`config.mk`:
```
export PLATFORM = sky130hd
export DESIGN_NAME = utf8_katakana_to_hiragana
export DESIGN_NICKNAME = d
export VERILOG_FILES = /design/src/hw/rtl/ukh_pkg.sv /design/src/hw/rtl/utf8_katakana_to_hiragana.sv /design/src/hw/rtl/ukh_front.sv /design/src/hw/rtl/ukh_queue.sv /design/src/hw/rtl/ukh_back.sv
export SDC_FILE = /design/constraint.sdc
export NUM_CORES = 1
export LEC_CHECK = 0
export ABC_AREA = 1
export ABC_CLOCK_PERIOD_IN_PS = 8300
export BUFFER_PORTS_ARGS = -buffer_cell sky130_fd_sc_hd__buf_2
export CORE_ASPECT_RATIO = 0.5
export CORE_MARGIN = 2
export CORE_UTILIZATION = 37
export CTS_BUF_LIST = sky130_fd_sc_hd__clkbuf_8
export CTS_CLUSTER_DIAMETER = 30
export CTS_CLUSTER_SIZE = 30
export DETAILED_ROUTE_END_ITERATION = 8
export MAX_ROUTING_LAYER = met4
export REMOVE_ABC_BUFFERS = 1
export SYNTH_ARGS = -nofsm -noshare
export SYNTH_HDL_FRONTEND = slang
export SYNTH_SLANG_ARGS = --single-unit
```
`constraint.sdc`:
```
create_clock -name clock -period 8.3 [get_ports clock]
set_input_delay 0.83 -clock clock [delete_from_list [all_inputs] [get_ports clock]]
set_output_delay 0.83 -clock clock [all_outputs]
set_load 0.03 [all_outputs]
```
`src/hw/rtl/ukh_pkg.sv`:
```
// Shared types, constants and helpers for the katakana-to-hiragana byte converter.
package ukh_pkg;

   localparam int QUEUE_DEPTH = 4;
   localparam int QUEUE_IDX_W = $clog2(QUEUE_DEPTH);
   localparam int QUEUE_PTR_W = QUEUE_IDX_W + 1;

   localparam logic [7:0] LEAD_KANA    = 8'hE3;
   localparam logic [7:0] SECOND_LOW   = 8'h82;
   localparam logic [7:0] SECOND_HIGH  = 8'h83;
   localparam logic [7:0] THIRD_MIN_82 = 8'hA1;
   localparam logic [7:0] THIRD_MAX_83 = 8'hB6;
   localparam logic [7:0] THIRD_VU_A   = 8'hBD;
   localparam logic [7:0] THIRD_VU_B   = 8'hBE;
   localparam logic [7:0] THIRD_SPLIT  = 8'hA0;
   localparam logic [7:0] THIRD_SHIFT  = 8'h20;

   // number of bytes carried by one queue entry
   localparam logic [1:0] CNT_ONE   = 2'd1;
   localparam logic [1:0] CNT_TWO   = 2'd2;
   localparam logic [1:0] CNT_THREE = 2'd3;

   typedef struct packed {
      logic [7:0] in_byte;
      logic       in_last;
   } req_type;

   typedef struct packed {
      logic [7:0] out_byte;
      logic       out_last;
   } rsp_type;

   typedef struct packed {
      logic [1:0] cnt;
      logic       last;
      logic [7:0] data0;
      logic [7:0] data1;
      logic [7:0] data2;
   } entry_type;

   typedef struct packed {
      logic      wr_en;
      entry_type wr_data;
   } q_wr_type;

   typedef struct packed {
      logic      valid;
      entry_type data;
   } q_rd_type;

   // continuation bytes that follow a lead byte
   function automatic logic [2:0] lead_skip(input logic [7:0] b);
      logic [2:0] r;
      priority if (b < 8'hC0) r = 3'd0;
      else if (b < 8'hE0)     r = 3'd1;
      else if (b < 8'hF0)     r = 3'd2;
      else if (b < 8'hF8)     r = 3'd3;
      else if (b < 8'hFC)     r = 3'd4;
      else if (b < 8'hFE)     r = 3'd5;
      else                    r = 3'd0;
      return r;
   endfunction

endpackage

```
`src/hw/rtl/utf8_katakana_to_hiragana.sv`:
```
// Top level of the UTF-8 katakana-to-hiragana stream converter.
//
// Usage:
//   Request side is a queue write port: drive req_data (one byte plus an
//   end-of-string flag) with req_push; the request is taken on a clock edge
//   where req_push is high and req_full is low. One request per cycle.
//   Result side is a queue read port: while rsp_empty is low, rsp_data holds
//   the oldest output byte; rsp_pop takes it.
//   Katakana characters (E3 82 A1..E3 83 B6, E3 83 BD/BE) are rewritten to
//   hiragana; all other bytes pass unchanged. A string that ends inside a
//   character flushes its held bytes unconverted, last one flagged.
// Path: the first result byte of an accepted request reaches rsp_data through
//   the entry queue, the serializer work register and the output register;
//   held kana bytes appear once the third byte arrives.
// Throughput: one request per cycle; one result byte per cycle. A request
//   can yield up to three bytes, so the output port sets the sustained rate.
// Stall: if rsp_pop stays low the 4-entry queue fills and req_full rises;
//   nothing is dropped.
// Reset: synchronous, active high; clears the character state, the queue
//   and the output register.
module utf8_katakana_to_hiragana import ukh_pkg::*; (
   input  logic    clock,
   input  logic    reset,
   input  logic    req_push,
   output logic    req_full,
   input  req_type req_data,
   output logic    rsp_empty,
   input  logic    rsp_pop,
   output rsp_type rsp_data
);

   q_wr_type q_wr;
   q_rd_type q_rd;
   logic     q_full;
   logic     q_rd_en;

   // classifier: tracks character boundaries and kana sequences
   ukh_front u_front (
      .clock    (clock),
      .reset    (reset),
      .req_push (req_push),
      .req_full (req_full),
      .req_data (req_data),
      .q_wr     (q_wr),
      .q_full   (q_full)
   );

   // decouples the classifier from output backpressure
   ukh_queue u_queue (
      .clock   (clock),
      .reset   (reset),
      .q_wr    (q_wr),
      .q_full  (q_full),
      .q_rd    (q_rd),
      .q_rd_en (q_rd_en)
   );

   // serializer: one byte per cycle into the output register while it is free
   ukh_back u_back (
      .clock     (clock),
      .reset     (reset),
      .q_rd      (q_rd),
      .q_rd_en   (q_rd_en),
      .rsp_empty (rsp_empty),
      .rsp_pop   (rsp_pop),
      .rsp_data  (rsp_data)
   );

endmodule

```
`src/hw/rtl/ukh_front.sv`:
```
// Front end: walks UTF-8 characters, holds E3 kana sequences and builds output entries.
module ukh_front import ukh_pkg::*; (
   input  logic     clock,
   input  logic     reset,
   input  logic     req_push,
   output logic     req_full,
   input  req_type  req_data,
   output q_wr_type q_wr,
   input  logic     q_full
);

   typedef enum logic [2:0] {
      PH_NONE   = 3'b001,
      PH_LEAD   = 3'b010,
      PH_SECOND = 3'b100
   } phase_type;

   phase_type  phase_ff, phase_in;
   logic [2:0] skip_ff, skip_in;
   logic [7:0] held_ff, held_in;

   logic       accept;
   logic       emit;
   logic       is_second;
   logic       conv;
   logic [7:0] b;
   logic       last;
   logic [7:0] s_out, t_out;
   entry_type  ent;

   assign b        = req_data.in_byte;
   assign last     = req_data.in_last;
   assign req_full = q_full;
   assign accept   = req_push && !q_full;

   assign is_second = (b == SECOND_LOW) || (b == SECOND_HIGH);

   // held second byte plus incoming third byte
   always_comb begin
      conv = (b != 8'h00) &&
             (((held_ff == SECOND_LOW) && (b >= THIRD_MIN_82)) ||
              ((held_ff == SECOND_HIGH) && (b <= THIRD_MAX_83)) ||
              ((held_ff == SECOND_HIGH) && ((b == THIRD_VU_A) || (b == THIRD_VU_B))));
      s_out = held_ff;
      t_out = b;
      if (conv) begin
         if (b >= THIRD_SPLIT) begin
            s_out = held_ff - 8'd1;
            t_out = b - THIRD_SHIFT;
         end else begin
            s_out = held_ff - 8'd2;
            t_out = b + THIRD_SHIFT;
         end
      end
   end

   always_comb begin
      phase_in  = phase_ff;
      skip_in   = skip_ff;
      held_in   = held_ff;
      emit      = 1'b0;
      ent.cnt   = CNT_ONE;
      ent.last  = last;
      ent.data0 = b;
      ent.data1 = b;
      ent.data2 = b;
      unique case (phase_ff)
         PH_LEAD: begin
            if (!last && is_second) begin
               held_in  = b;
               phase_in = PH_SECOND;
            end else begin
               emit      = 1'b1;
               ent.cnt   = CNT_TWO;
               ent.data0 = LEAD_KANA;
               ent.data1 = b;
               phase_in  = PH_NONE;
               held_in   = 8'h00;
               skip_in   = is_second ? 3'd0 : 3'd1;
            end
         end
         PH_SECOND: begin
            emit      = 1'b1;
            ent.cnt   = CNT_THREE;
            ent.data0 = LEAD_KANA;
            ent.data1 = s_out;
            ent.data2 = t_out;
            phase_in  = PH_NONE;
            skip_in   = 3'd0;
            held_in   = 8'h00;
         end
         default: begin
            phase_in = PH_NONE;
            if (skip_ff != 3'd0) begin
               skip_in = skip_ff - 3'd1;
               emit    = 1'b1;
            end else if ((b == LEAD_KANA) && !last) begin
               phase_in = PH_LEAD;
            end else begin
               emit    = 1'b1;
               skip_in = lead_skip(b);
            end
         end
      endcase
      // end of string drops any partial character state
      if (last) begin
         phase_in = PH_NONE;
         skip_in  = 3'd0;
         held_in  = 8'h00;
      end
   end

   assign q_wr.wr_en   = accept && emit;
   assign q_wr.wr_data = ent;

   always_ff @(posedge clock) begin
      if (reset) begin
         phase_ff <= PH_NONE;
         skip_ff  <= 3'd0;
         held_ff  <= 8'h00;
      end else if (accept) begin
         phase_ff <= phase_in;
         skip_ff  <= skip_in;
         held_ff  <= held_in;
      end
   end

   // a held character never coexists with pending continuation bytes
   a_hold_no_skip: assert property (@(posedge clock) disable iff (reset)
      (phase_ff != PH_NONE) |-> (skip_ff == 3'd0))
      else $error("kana held while skipping continuation bytes");

   // final byte of a string always produces an entry
   a_last_emits: assert property (@(posedge clock) disable iff (reset)
      (accept && last) |-> q_wr.wr_en)
      else $error("string end accepted without output");

   // after a final byte the front is back at a character boundary
   a_last_clears: assert property (@(posedge clock) disable iff (reset)
      (accept && last) |=> ((phase_ff == PH_NONE) && (skip_ff == 3'd0)))
      else $error("state not cleared after string end");

endmodule

```
`src/hw/rtl/ukh_queue.sv`:
```
// Small entry queue between the classifier and the byte serializer.
module ukh_queue import ukh_pkg::*; (
   input  logic     clock,
   input  logic     reset,
   input  q_wr_type q_wr,
   output logic     q_full,
   output q_rd_type q_rd,
   input  logic     q_rd_en
);

   entry_type              mem_ff [QUEUE_DEPTH];
   logic [QUEUE_PTR_W-1:0] wr_ptr_ff, rd_ptr_ff;
   logic [QUEUE_PTR_W-1:0] count;

   assign count      = wr_ptr_ff - rd_ptr_ff;
   assign q_full     = (count == QUEUE_PTR_W'(QUEUE_DEPTH));
   assign q_rd.valid = (count != '0);
   assign q_rd.data  = mem_ff[rd_ptr_ff[QUEUE_IDX_W-1:0]];

   always_ff @(posedge clock) begin
      if (q_wr.wr_en) begin
         mem_ff[wr_ptr_ff[QUEUE_IDX_W-1:0]] <= q_wr.wr_data;
      end
   end

   always_ff @(posedge clock) begin
      if (reset) begin
         wr_ptr_ff <= '0;
         rd_ptr_ff <= '0;
      end else begin
         if (q_wr.wr_en) wr_ptr_ff <= wr_ptr_ff + QUEUE_PTR_W'(1);
         if (q_rd_en)    rd_ptr_ff <= rd_ptr_ff + QUEUE_PTR_W'(1);
      end
   end

   a_no_overflow: assert property (@(posedge clock) disable iff (reset)
      q_wr.wr_en |-> !q_full)
      else $error("queue write while full");

   a_no_underflow: assert property (@(posedge clock) disable iff (reset)
      q_rd_en |-> q_rd.valid)
      else $error("queue read while empty");

   a_count_range: assert property (@(posedge clock) disable iff (reset)
      count <= QUEUE_PTR_W'(QUEUE_DEPTH))
      else $error("queue occupancy out of range");

endmodule

```
`src/hw/rtl/ukh_back.sv`:
```
// Back end: splits queued entries into single bytes behind an output register.
module ukh_back import ukh_pkg::*; (
   input  logic     clock,
   input  logic     reset,
   input  q_rd_type q_rd,
   output logic     q_rd_en,
   output logic     rsp_empty,
   input  logic     rsp_pop,
   output rsp_type  rsp_data
);

   entry_type  work_ff;
   logic       work_valid_ff;
   logic [1:0] pos_ff;
   rsp_type    out_ff;
   logic       out_valid_ff;

   logic       out_free;
   logic       move;
   logic       at_end;
   logic       work_done;
   logic [7:0] cur_byte;

   assign out_free  = !out_valid_ff || rsp_pop;
   assign move      = out_free && work_valid_ff;
   assign at_end    = (pos_ff == (work_ff.cnt - 2'd1));
   assign work_done = move && at_end;
   assign q_rd_en   = q_rd.valid && (!work_valid_ff || work_done);

   always_comb begin
      unique case (pos_ff)
         2'd0:    cur_byte = work_ff.data0;
         2'd1:    cur_byte = work_ff.data1;
         default: cur_byte = work_ff.data2;
      endcase
   end

   always_ff @(posedge clock) begin
      if (q_rd_en) begin
         work_ff <= q_rd.data;
      end
      if (move) begin
         out_ff.out_byte <= cur_byte;
         out_ff.out_last <= work_ff.last && at_end;
      end
   end

   always_ff @(posedge clock) begin
      if (reset) begin
         work_valid_ff <= 1'b0;
         pos_ff        <= 2'd0;
         out_valid_ff  <= 1'b0;
      end else begin
         if (q_rd_en) begin
            work_valid_ff <= 1'b1;
            pos_ff        <= 2'd0;
         end else if (work_done) begin
            work_valid_ff <= 1'b0;
            pos_ff        <= 2'd0;
         end else if (move) begin
            pos_ff <= pos_ff + 2'd1;
         end
         if (move)         out_valid_ff <= 1'b1;
         else if (rsp_pop) out_valid_ff <= 1'b0;
      end
   end

   assign rsp_empty = !out_valid_ff;
   assign rsp_data  = out_ff;

   a_pos_in_entry: assert property (@(posedge clock) disable iff (reset)
      work_valid_ff |-> (pos_ff < work_ff.cnt))
      else $error("byte index past entry length");

   a_work_holds: assert property (@(posedge clock) disable iff (reset)
      (work_valid_ff && !move) |=> ($stable(pos_ff) && work_valid_ff))
      else $error("serializer advanced without a free output slot");

   a_cnt_nonzero: assert property (@(posedge clock) disable iff (reset)
      work_valid_ff |-> (work_ff.cnt != 2'd0))
      else $error("empty entry in serializer");

endmodule
```
==> out/results.ini <==
[sta]
hold_viol = 0
fin_ws_ps = 4210
final.setup.tns_ps = 0
setup_viol = 0
maxSlewViolCount = 0
fmax_ghz = 0.245
rsz0062_at_grt = no
fin_crit_sh_pct = 49.3
relSlewSlack_pct = 32.8
worst_pin_slew_ps = 1010
holdWs_ps = 476
fin_crit_ps = 4090
clock_skew_ps = 16.1

[run]
maxCapViolations = 0

[placed_design]
dpl.hpwl_mm = 10.1
port_buffers = 23
dp_cells = 912
place.gp.congestion = 0.837
dp_slack_ps = 4450

[setup_path]
reg2reg_depth = 11
cp-start-kind = flop
end_kind = output pin
critPathMaxFanout = 29
critPathArrivalTime_ps = 3260
r2r_setup_slack_ps = 4430
rr_startpoint = u_queue.rd_ptr_ff[1]
crit_type = flop to output pin
required_ps = 7470
worstReg2RegEnd = u_queue.mem_ff[0][6]

[layout]
nets = 695
final_cells = 945
area_growth_syn_to_layout_pct = 11.2
drive_gt1_share_pct = 13.6

[detailed_routing]
ant_nets = 0
vias = 4571
dr.pass1.iters = 4
totalWireLength_mm = 14.8
vias_per_cell = 4.84
drc_errors = 0
drt-initial-drc-count = 327
post_drt_wl_per_cell_microns = 15.7

[clock_network]
numCtsBuffers = 17
path_clk_slew_ps = 100
clock_path_buffers = 2
ctsHtreeMaxLevel = 4
cts_sinks = 168
cts-root-buf = clkbuf_8
clk_latency_ps = 460
postCtsHoldBufs = 0
cts_tree = built
post_cts_buffers = 0
ctsResizeCount = 0

[floorplan]
die-area_sq_mm = 0.0207
num_rows = 36
start_util_pct = 37.4
die_y_microns = 103
die_width_microns = 201
coreArea_sq_mm = 0.0193
io_pins = 24

[grt]
grt_first_pass_wirelength_mm = 23.4
grt_pass1_vias = 4321
grt_max_degree = 58
track_usage_pct = 15.5
antenna_found_initial = 1
grt-ovfl-total = 0

[logic_synthesis]
synth-warning-count = 0
synth_top_area_share_pct = 60.0
synth.distinct_cells = 38
synth_ff_type = edfxtp_1
synth.avg_cell_area_sq_um = 11.2
ys_ff_latch = 168
yosysTopAreaCell = edfxtp_1
syn-instance-count = 641
syn_area_sq_mm = 0.00720
synth_edf_count = 144
async_reset_ff_share_pct = 0
synth-seq-area-share_pct = 66.7
synthTopCellsByArea = edfxtp_1 (60%), dfxtp_1 (6.7%), nand2_1 (5.4%)

[min_path]
hold_depth = 2
whs_endpoint = u_front.held_ff[6]
min_path_type = flop to flop
worstHoldStart = u_front.held_ff[6]

[power]
peakVddDrop_uv = 153
total_power_uw = 2650
p_leak_uw = 0.00290
p_per_area_mw_per_mm2 = 331

[status]
status = finished, final reports clean

## kinds of logic (layout without fill, tap and decap cells)
logic type	after synthesis	in the layout	synth area share [%]
compound gates	132	132	10.3
xor+xnor	9	9	1.09
fa+ha+maj	17	17	3.06
buf+inv	74	111	4.05
flops	168	168	66.7
other cells	0	1	0
simple gates	241	241	14.8
## layout make-up
| class | instances | area (sq um) |
|---|---|---|
| clock inverter | 15 | 163 |
| clock buffer | 17 | 234 |
| inverter | 49 | 185 |
| multi-input combinational | 399 | 2120 |
| antenna | 1 | 2.50 |
| tap | 266 | 333 |
| timing repair buffer | 30 | 168 |
| sequential | 168 | 4800 |
| fill | 1828 | 11300 |
## metrics by stage
step	util (%)	instance area [sq um]
after floorplan	-	7100
after global placement	39.5	7610
after detailed placement	39.5	7610
after CTS	41.5	8000
after global routing	41.5	8010
final	41.5	8010
## worst max-delay path, cell delays in order (launching register included)
cell	delay [ps]
dfxtp_1	950
inv_1	680
ha_1	520
inv_1	60
nor2_1	80
nor2_1	50
nand2_1	80
nand3_1	130
inv_1	70
buf_2	190
## synthesized netlist by cell type (all sizes together), types with 2 or more instances
| cell | number |
|---|---|
| ha | 16 |
| nand3 | 21 |
| o21ai | 72 |
| nor3 | 8 |
| inv | 48 |
| o22ai | 27 |
| a22oi | 9 |
| nand2 | 112 |
| a31oi | 2 |
| xnor2 | 3 |
| clkbuf | 19 |
| dfxtp | 24 |
| buf | 6 |
| nand4 | 3 |
| xor2 | 6 |
| edfxtp | 144 |
| nor2 | 96 |
| a21oi | 19 |
## routing by layer
layer  wire length (microns)  vias up  share of wire, %  global-route usage, %
li1                        -     2281                 -                      -
met1                    7720     2188                52                   21.7
met2                    6310       90                43                   22.7
met3                     658       12               4.4                   3.00
met4                     146        0              0.98                   5.09
met5                       0        -                 0                      -
## cells in the final DEF, fill, tap and decap left out, drive strengths merged, types with 5 or more instances in the layout
cell and instances:
a21oi 19, a22oi 9, buf 30, clkbuf 17, clkinv 5, dfxtp 24
edfxtp 144, ha 16, inv 58, nand2 112, nand3 21, nor2 96
nor3 8, o21ai 72, o22ai 27, xor2 6
## sequential cells by signal, indices dropped and copies added, names as in the netlist, 3 cells and up
register and count:
u_queue.rd_ptr_ff 3, u_back.work_ff 27, u_queue.mem_ff 108, u_front.phase_ff 3, u_front.held_ff 8, u_back.rsp_data 9
u_queue.wr_ptr_ff 3, u_front.skip_ff 3
## where the power goes
| part | total, uW | internal (uW) | leakage [uW] | switching [uW] |
|---|---|---|---|---|
| clock | 579 | 251 | 0.000207 | 328 |
| sequential | 1310 | 1230 | 0.00153 | 74.3 |
| combinational | 763 | 202 | 0.00116 | 560 |
| total | 2650 | 1680 | 0.00290 | 963 |
## how the worst max path moves through the flow
stage	start	endpoint	slack, ps	cells past startpoint
floorplan	u_queue.rd_ptr_ff[1]	u_queue.mem_ff[0][0]	4650	10
detailed placement	u_queue.rd_ptr_ff[1]	u_queue.mem_ff[0][4]	4450	11
global placement	u_queue.rd_ptr_ff[1]	u_queue.mem_ff[3][2]	4560	11
CTS	u_queue.rd_ptr_ff[1]	req_full	4180	9
global route	u_queue.rd_ptr_ff[1]	req_full	3870	9
finish	u_queue.rd_ptr_ff[1]	req_full	4210	9
No activity file was read; power rests on OpenSTA's default activity.
